===== config.mk =====
export PLATFORM = sky130hd
export DESIGN_NAME = fasthash64_stream
export DESIGN_NICKNAME = d
export VERILOG_FILES = /design/src/rtl/fh64_pkg.sv /design/src/rtl/fh64_mul.sv /design/src/rtl/fasthash64_stream.sv
export SDC_FILE = /design/constraint.sdc
export NUM_CORES = 2
export LEC_CHECK = 0
export BUFFER_PORTS_ARGS = -buffer_cell sky130_fd_sc_hd__buf_2
export CAP_MARGIN = 20
export CORE_UTILIZATION = 58
export CTS_CLUSTER_SIZE = 30
export DETAILED_ROUTE_END_ITERATION = 10
export GPL_TIMING_DRIVEN = 0
export PLACE_DENSITY = 0.85
export SLEW_MARGIN = 20
export SYNTH_ARGS = -nofsm -noshare
export SYNTH_HDL_FRONTEND = slang
export SYNTH_SLANG_ARGS = --single-unit

===== constraint.sdc =====
create_clock -name aclk -period 11.5 [get_ports aclk]
set_clock_uncertainty 0.1 [all_clocks]
set_input_delay 2.875 -clock aclk [delete_from_list [all_inputs] [get_ports aclk]]
set_output_delay 2.875 -clock aclk [all_outputs]
set_load 0.01 [all_outputs]

===== src/rtl/fh64_pkg.sv =====
// fh64_pkg: shared types, hash constants and the tail byte mask for fasthash64
// no dependencies; used by fh64_mul and fasthash64_stream
package fh64_pkg;

    localparam int WORD_W = 64;
    localparam int HALF_W = WORD_W / 2;
    localparam int LEN_W  = 32;

    typedef logic [WORD_W-1:0] word_t;
    typedef logic [HALF_W-1:0] half_t;
    typedef logic [LEN_W-1:0]  len_t;
    typedef logic [2:0]        tail_t;

    localparam word_t HASH_M     = 64'h8803_55f2_1e6d_1965;
    localparam word_t MIX_K      = 64'h2127_599b_f432_5c37;
    localparam word_t SEED_RESET = 64'h0004_2133_7f00_beef;
    localparam int    MIX_SHIFT_A = 23;
    localparam int    MIX_SHIFT_B = 47;

    // keeps bytes below tail; a zero tail keeps the whole word
    function automatic word_t tail_mask(input tail_t tail);
        word_t m;
        m = '1;
        for (int i = 1; i < 8; i++) begin
            if (tail == tail_t'(i)) begin
                m = (word_t'(1) << (8 * i)) - word_t'(1);
            end
        end
        return m;
    endfunction

endpackage


===== src/rtl/fh64_mul.sv =====
// fh64_mul: 64 x 64 multiply, low 64 bits, on one shared 32 x 32 multiplier
// three partial products; depends on fh64_pkg
module fh64_mul (
    input  logic           aclk,
    input  logic           aresetn,
    input  logic           start,
    input  fh64_pkg::word_t op_a,
    input  fh64_pkg::word_t op_b,
    output logic           done,
    output fh64_pkg::word_t product
);
    import fh64_pkg::*;

    localparam logic [1:0] STEP_LL = 2'd0;
    localparam logic [1:0] STEP_LH = 2'd1;
    localparam logic [1:0] STEP_HL = 2'd2;

    logic       busy_reg, busy_next;
    logic [1:0] step_reg, step_next;
    logic       pv_reg, pv_next;
    logic [1:0] pstep_reg, pstep_next;
    word_t      prod_reg, prod_next;
    word_t      acc_reg, acc_next;
    logic       done_reg, done_next;
    half_t      sel_a, sel_b;

    // operands must stay stable from start until done; the block itself does not enforce this
    always_comb begin
        unique case (step_reg)
            STEP_LL: begin
                sel_a = op_a[HALF_W-1:0];
                sel_b = op_b[HALF_W-1:0];
            end
            STEP_LH: begin
                sel_a = op_a[HALF_W-1:0];
                sel_b = op_b[WORD_W-1:HALF_W];
            end
            STEP_HL: begin
                sel_a = op_a[WORD_W-1:HALF_W];
                sel_b = op_b[HALF_W-1:0];
            end
            default: begin
                sel_a = '0;
                sel_b = '0;
            end
        endcase
    end

    always_comb begin
        busy_next  = busy_reg;
        step_next  = step_reg;
        prod_next  = word_t'(sel_a) * word_t'(sel_b);
        pstep_next = step_reg;
        pv_next    = busy_reg;
        acc_next   = acc_reg;
        done_next  = 1'b0;
        if (start) begin
            busy_next = 1'b1;
            step_next = STEP_LL;
        end else if (busy_reg) begin
            step_next = step_reg + 2'd1;
            if (step_reg == STEP_HL) begin
                busy_next = 1'b0;
            end
        end
        // cross products only reach the upper half
        if (pv_reg) begin
            if (pstep_reg == STEP_LL) begin
                acc_next = prod_reg;
            end else begin
                acc_next = acc_reg + {prod_reg[HALF_W-1:0], half_t'(0)};
            end
            done_next = (pstep_reg == STEP_HL);
        end
    end

    always_ff @(posedge aclk) begin
        if (!aresetn) begin
            busy_reg  <= 1'b0;
            step_reg  <= STEP_LL;
            pv_reg    <= 1'b0;
            pstep_reg <= STEP_LL;
            done_reg  <= 1'b0;
        end else begin
            busy_reg  <= busy_next;
            step_reg  <= step_next;
            pv_reg    <= pv_next;
            pstep_reg <= pstep_next;
            done_reg  <= done_next;
        end
    end

    always_ff @(posedge aclk) begin
        prod_reg <= prod_next;
        acc_reg  <= acc_next;
    end

    assign done    = done_reg;
    assign product = acc_reg;

    a_start_idle: assert property (@(posedge aclk) disable iff (!aresetn)
        start |-> !busy_reg && !pv_reg)
        else $error("multiply started while one is in flight");
    a_done_after_hl: assert property (@(posedge aclk) disable iff (!aresetn)
        done_reg |-> $past(pv_reg) && $past(pstep_reg) == STEP_HL)
        else $error("multiply done without final partial product");
    a_step_range: assert property (@(posedge aclk) disable iff (!aresetn)
        busy_reg |-> step_reg != 2'd3)
        else $error("multiply step out of range");

endmodule


===== src/rtl/fasthash64_stream.sv =====
// fasthash64_stream: streaming fasthash64 over little-endian 64-bit words
// sequencer around one shared multiplier fh64_mul; depends on fh64_pkg
// each 64-bit multiply runs on the shared 32 x 32 multiplier
// a word goes from accept to ready again through accept, mix setup, then two multiplies
// a first item adds a seed setup multiply, a last item adds the final mix and output load
// an empty message skips the word mix; m_valid rises as ready returns
// ready drops while an item is in work; a finished hash waits in the output register
// synchronous active-low reset clears the hash state and restores the default seed
module fasthash64_stream (
    input  logic            aclk,
    input  logic            aresetn,
    input  logic            cfg_wr_en,
    input  fh64_pkg::word_t cfg_wr_data,
    input  logic            s_valid,
    output logic            s_ready,
    input  fh64_pkg::word_t s_data_word,
    input  logic            s_first,
    input  logic            s_last,
    input  fh64_pkg::len_t  s_message_length,
    output logic            m_valid,
    input  logic            m_ready,
    output fh64_pkg::word_t m_hash_value
);
    import fh64_pkg::*;

    typedef enum logic [6:0] {
        ST_IDLE   = 7'b0000001,
        ST_INIT_W = 7'b0000010,
        ST_MIXA   = 7'b0000100,
        ST_MIXA_W = 7'b0001000,
        ST_ABS_W  = 7'b0010000,
        ST_FIN_W  = 7'b0100000,
        ST_OUT    = 7'b1000000
    } state_t;

    state_t state_reg, state_next;
    word_t  seed_reg;
    word_t  hash_reg, hash_next;
    tail_t  tail_reg, tail_next;
    logic   empty_reg, empty_next;
    word_t  word_reg, word_next;
    logic   last_reg, last_next;
    word_t  mul_a_reg, mul_a_next;
    word_t  mul_b_reg, mul_b_next;
    logic   mul_start_reg, mul_start_next;
    logic   out_valid_reg, out_valid_next;
    word_t  out_hash_reg, out_hash_next;

    logic   mul_done;
    word_t  mul_product;
    word_t  masked_word;

    fh64_mul u_mul (
        .aclk    (aclk),
        .aresetn (aresetn),
        .start   (mul_start_reg),
        .op_a    (mul_a_reg),
        .op_b    (mul_b_reg),
        .done    (mul_done),
        .product (mul_product)
    );

    assign masked_word = last_reg ? (word_reg & tail_mask(tail_reg)) : word_reg;

    always_comb begin
        state_next     = state_reg;
        hash_next      = hash_reg;
        tail_next      = tail_reg;
        empty_next     = empty_reg;
        word_next      = word_reg;
        last_next      = last_reg;
        mul_a_next     = mul_a_reg;
        mul_b_next     = mul_b_reg;
        mul_start_next = 1'b0;
        out_valid_next = out_valid_reg && !m_ready;
        out_hash_next  = out_hash_reg;

        unique case (state_reg)
            ST_IDLE: begin
                if (s_valid) begin
                    word_next = s_data_word;
                    last_next = s_last;
                    if (s_first) begin
                        tail_next      = s_message_length[2:0];
                        empty_next     = (s_message_length == '0);
                        mul_a_next     = word_t'(s_message_length);
                        mul_b_next     = HASH_M;
                        mul_start_next = 1'b1;
                        state_next     = ST_INIT_W;
                    end else begin
                        state_next = ST_MIXA;
                    end
                end
            end
            ST_INIT_W: begin
                if (mul_done) begin
                    hash_next  = seed_reg ^ mul_product;
                    state_next = ST_MIXA;
                end
            end
            ST_MIXA: begin
                if (!empty_reg) begin
                    mul_a_next     = masked_word ^ (masked_word >> MIX_SHIFT_A);
                    mul_b_next     = MIX_K;
                    mul_start_next = 1'b1;
                    state_next     = ST_MIXA_W;
                end else if (last_reg) begin
                    // empty message goes straight to the final mix
                    mul_a_next     = hash_reg ^ (hash_reg >> MIX_SHIFT_A);
                    mul_b_next     = MIX_K;
                    mul_start_next = 1'b1;
                    state_next     = ST_FIN_W;
                end else begin
                    state_next = ST_IDLE;
                end
            end
            ST_MIXA_W: begin
                if (mul_done) begin
                    mul_a_next     = hash_reg ^ mul_product ^ (mul_product >> MIX_SHIFT_B);
                    mul_b_next     = HASH_M;
                    mul_start_next = 1'b1;
                    state_next     = ST_ABS_W;
                end
            end
            ST_ABS_W: begin
                if (mul_done) begin
                    hash_next = mul_product;
                    if (last_reg) begin
                        mul_a_next     = mul_product ^ (mul_product >> MIX_SHIFT_A);
                        mul_b_next     = MIX_K;
                        mul_start_next = 1'b1;
                        state_next     = ST_FIN_W;
                    end else begin
                        state_next = ST_IDLE;
                    end
                end
            end
            ST_FIN_W: begin
                if (mul_done) begin
                    state_next = ST_OUT;
                end
            end
            ST_OUT: begin
                // product holds until the next start
                if (!out_valid_reg || m_ready) begin
                    out_hash_next  = mul_product ^ (mul_product >> MIX_SHIFT_B);
                    out_valid_next = 1'b1;
                    state_next     = ST_IDLE;
                end
            end
            default: begin
                state_next = ST_IDLE;
            end
        endcase
    end

    always_ff @(posedge aclk) begin
        if (!aresetn) begin
            state_reg     <= ST_IDLE;
            seed_reg      <= SEED_RESET;
            hash_reg      <= '0;
            tail_reg      <= '0;
            empty_reg     <= 1'b0;
            last_reg      <= 1'b0;
            mul_start_reg <= 1'b0;
            out_valid_reg <= 1'b0;
        end else begin
            state_reg     <= state_next;
            hash_reg      <= hash_next;
            tail_reg      <= tail_next;
            empty_reg     <= empty_next;
            last_reg      <= last_next;
            mul_start_reg <= mul_start_next;
            out_valid_reg <= out_valid_next;
            if (cfg_wr_en) begin
                seed_reg <= cfg_wr_data;
            end
        end
    end

    always_ff @(posedge aclk) begin
        word_reg     <= word_next;
        mul_a_reg    <= mul_a_next;
        mul_b_reg    <= mul_b_next;
        out_hash_reg <= out_hash_next;
    end

    assign s_ready      = (state_reg == ST_IDLE);
    assign m_valid      = out_valid_reg;
    assign m_hash_value = out_hash_reg;

    a_no_done_idle: assert property (@(posedge aclk) disable iff (!aresetn)
        state_reg == ST_IDLE |-> !mul_done)
        else $error("multiply finished with no item in work");
    a_out_from_fin: assert property (@(posedge aclk) disable iff (!aresetn)
        $rose(out_valid_reg) |-> $past(state_reg == ST_OUT))
        else $error("result shown without final mix");
    a_first_init: assert property (@(posedge aclk) disable iff (!aresetn)
        s_valid && s_ready && s_first |=> state_reg == ST_INIT_W && mul_start_reg)
        else $error("first item did not start seed setup");
    a_start_wait: assert property (@(posedge aclk) disable iff (!aresetn)
        mul_start_reg |-> state_reg == ST_INIT_W || state_reg == ST_MIXA_W ||
                          state_reg == ST_ABS_W || state_reg == ST_FIN_W)
        else $error("multiply started outside a wait state");

endmodule

==> metrics.txt <==
# port buffers=230; total routing resource utilization after global routing=55.5%; minimum setup slack in the final design=0.0577 ns; RD Place Congestion=1.16; kind of launch point of the worst setup path=flip-flop; Clock Sinks=533; max-cap violation count=0; peak clock frequency supported by timing=0.0874 GHz; RSZ-0062 raised after global routing=false; hold violation total from the final report=0; number of buffers between clock root and the deepest sink=3; CTS tree=yes; fill cell instance count of the final layout=7610; slew at the pin closest to its max-slew limit=1.35 ns; iteration count of the initial detailed-routing pass=10; cts bufs inserted=54; Async S/R FF share, synth=0%; chip width=313 um; critical path data required time=11.97 ns; cells taking the most area after synthesis=fa_1, edfxtp_1, dfxtp_1, ha_1, inv_1; remaining number of nets flagged by the antenna check after routing=0; maximum number of pins on one net before global-route repair=63; number of core rows=113; number of vias per cell=6.67; Synth Cell Area=0.0562 sq mm; via count of the first global-routing pass=50737; worst-path fanout max=10; post-place instance area=0.0597 sq mm; most frequent cell after synthesis=inv_1; fraction of final layout cells with drive strength greater than 1=8.94%; initial detailed-routing violation count=7654; Starting Density=58.9%; post-layout instance area=0.0616 sq mm; global-route congestion overflow total=0; Max-Slew Margin vs Limit=9.82%; clock latency of the later-clocked register in the worst-skew pair=0.69 ns; clock slew at reported path FFs=0.07 ns; status=completed; most repeated library cell on the critical path=fa_1; worst setup slack after placement=-0.502 ns; WL final=268000 um; min cycle time layout=11.44 ns; setup violation total in the final timing report=0; Core Region=0.0954 sq mm; startpoint-to-endpoint class of the critical path=reg -> reg; syn nets=7258; slowest stage cell, crit path=fa_1; primary flip-flop cell chosen by synthesis mapping=edfxtp_1; top post-synthesis cells by count=inv_1, fa_1, nor2_1; wire length per cell=35.5 um; H-tree depth reported by CTS=2; top-level I/O count=233; number of storage elements in the synthesis netlist=533; synthesized instance count=5896; Post-synth EDFFs=320; Max stage delay on crit path=0.87 ns; class of the tightest hold or removal check=reg -> reg; sequential cell area fraction in the yosys report=24.7%; critical path endpoint category=flip-flop; library cell occupying the most area in the post-synthesis netlist=fa_1; Synth top area share=32.0%; accumulated negative setup slack=0 ns; Area Overhead vs Synth=9.69%; final net count=7581; total die area=0.0981 sq mm; number of antenna violations at the first check in global routing=40; post-synthesis average cell area=9.53 sq um; detailed-route via count=50354; Die Ht=313 um; sum of net half-perimeters after detailed placement=214000 um; arrival time worst endpoint=11.92 ns; number of remaining DRC errors=0; warning count from the yosys run=0; wire length of the first global-routing pass=375000 um; buffer count from post-CTS setup fixing=0; fin crit share=99.5%; Pins Over Slew Limit=0; number of distinct library cells after synthesis=76; cell at the root of the clock tree=clkbuf_16
[metrics by stage]
| step | hold slack, ns | utilization [%] | cells |
|---|---|---|---|
| floorplan | 0.324 | - | 5896 |
| global placement | 0.339 | 61.7 | 7391 |
| detailed placement | 0.365 | 62.6 | 7433 |
| CTS | 0.370 | 64.4 | 7529 |
| global route | 0.412 | 64.5 | 7531 |
| finish | 0.363 | 64.6 | 7548 |
[area by class of cell]
cell class | count | area (sq um) | area share, %
Clock inverter | 33 | 314 | 0.510
Antenna cell | 22 | 55.1 | 0.0893
Timing Repair Buffer | 275 | 1770 | 2.86
Multi-Input combinational cell | 4131 | 37900 | 61.4
Tap cell | 1265 | 1580 | 2.57
Clock buffer | 65 | 1440 | 2.34
Inverter | 904 | 3390 | 5.51
Buffer | 320 | 1340 | 2.18
Sequential cell | 533 | 13900 | 22.5
[layer usage]
metal	share of wire, %	up-vias	track usage, %
met5	0.12	-	0.435
li1	-	19436	-
met2	41	4787	79.2
met4	12	46	49.9
met1	32	24483	63.6
met3	15	1602	23.0
[repair_timing]
item	in CTS	in global routing
endpoints found under the setup margin	12	14
gates resized for setup	7	102
hold buffers	0	0
[logic make-up after synthesis]
group,Yosys count,synth area share (%)
adders and majority gates,1195,38.6
AOI/OAI and AO/OA,791,9.74
xor gates and xnor gates,268,4.18
DFF,533,24.7
buffers and inverters,1232,8.30
muxes,76,1.36
and+or+nand+nor,1801,13.1
[cell usage in the layout (no fill, tap or decap), types with 54 or more instances in the layout]
cell type	count
a21oi_1	129
clkbuf_16	54
clkbuf_1	227
a22oi_1	58
dfxtp_1	212
clkbuf_2	57
mux2i_1	71
a211oi_1	75
edfxtp_1	320
fa_1	897
ha_1	298
inv_1	903
buf_2	247
and2_1	59
nor2_1	802
xor2_1	180
xnor2_1	86
a21o_1	71
nand2_1	718
o21ai_0	169
[worst max-delay path: cells and delay by family, from the launching register on]
family / cells / cell delay (ns)
xor+xnor: 1 / 0.29
fa+ha+maj: 10 / 5.09
buf+inv: 8 / 2.55
compound gates: 5 / 1.39
simple gates: 5 / 1.42
flops: 1 / 0.49
[path summary, 6_finish.rpt]
path	slack, ns	end	startpoint	cells past startpoint
worst max-delay path	0.06	u_mul.prod_reg[55]$_DFF_P_	u_mul.pstep_next[0]$_SDFFE_PP0P_	29
worst min-delay path	0.36	u_mul.busy_reg$_SDFF_PN0_	mul_start_reg$_SDFF_PN0_	2
worst max register to register	0.06	u_mul.prod_reg[55]$_DFF_P_	u_mul.pstep_next[0]$_SDFFE_PP0P_	29
worst min register to register	0.36	u_mul.busy_reg$_SDFF_PN0_	mul_start_reg$_SDFF_PN0_	2
Power is left out: the tool's default activity adds up to more than one toggle a clock period on the data nets, which glitch-free logic cannot reach.
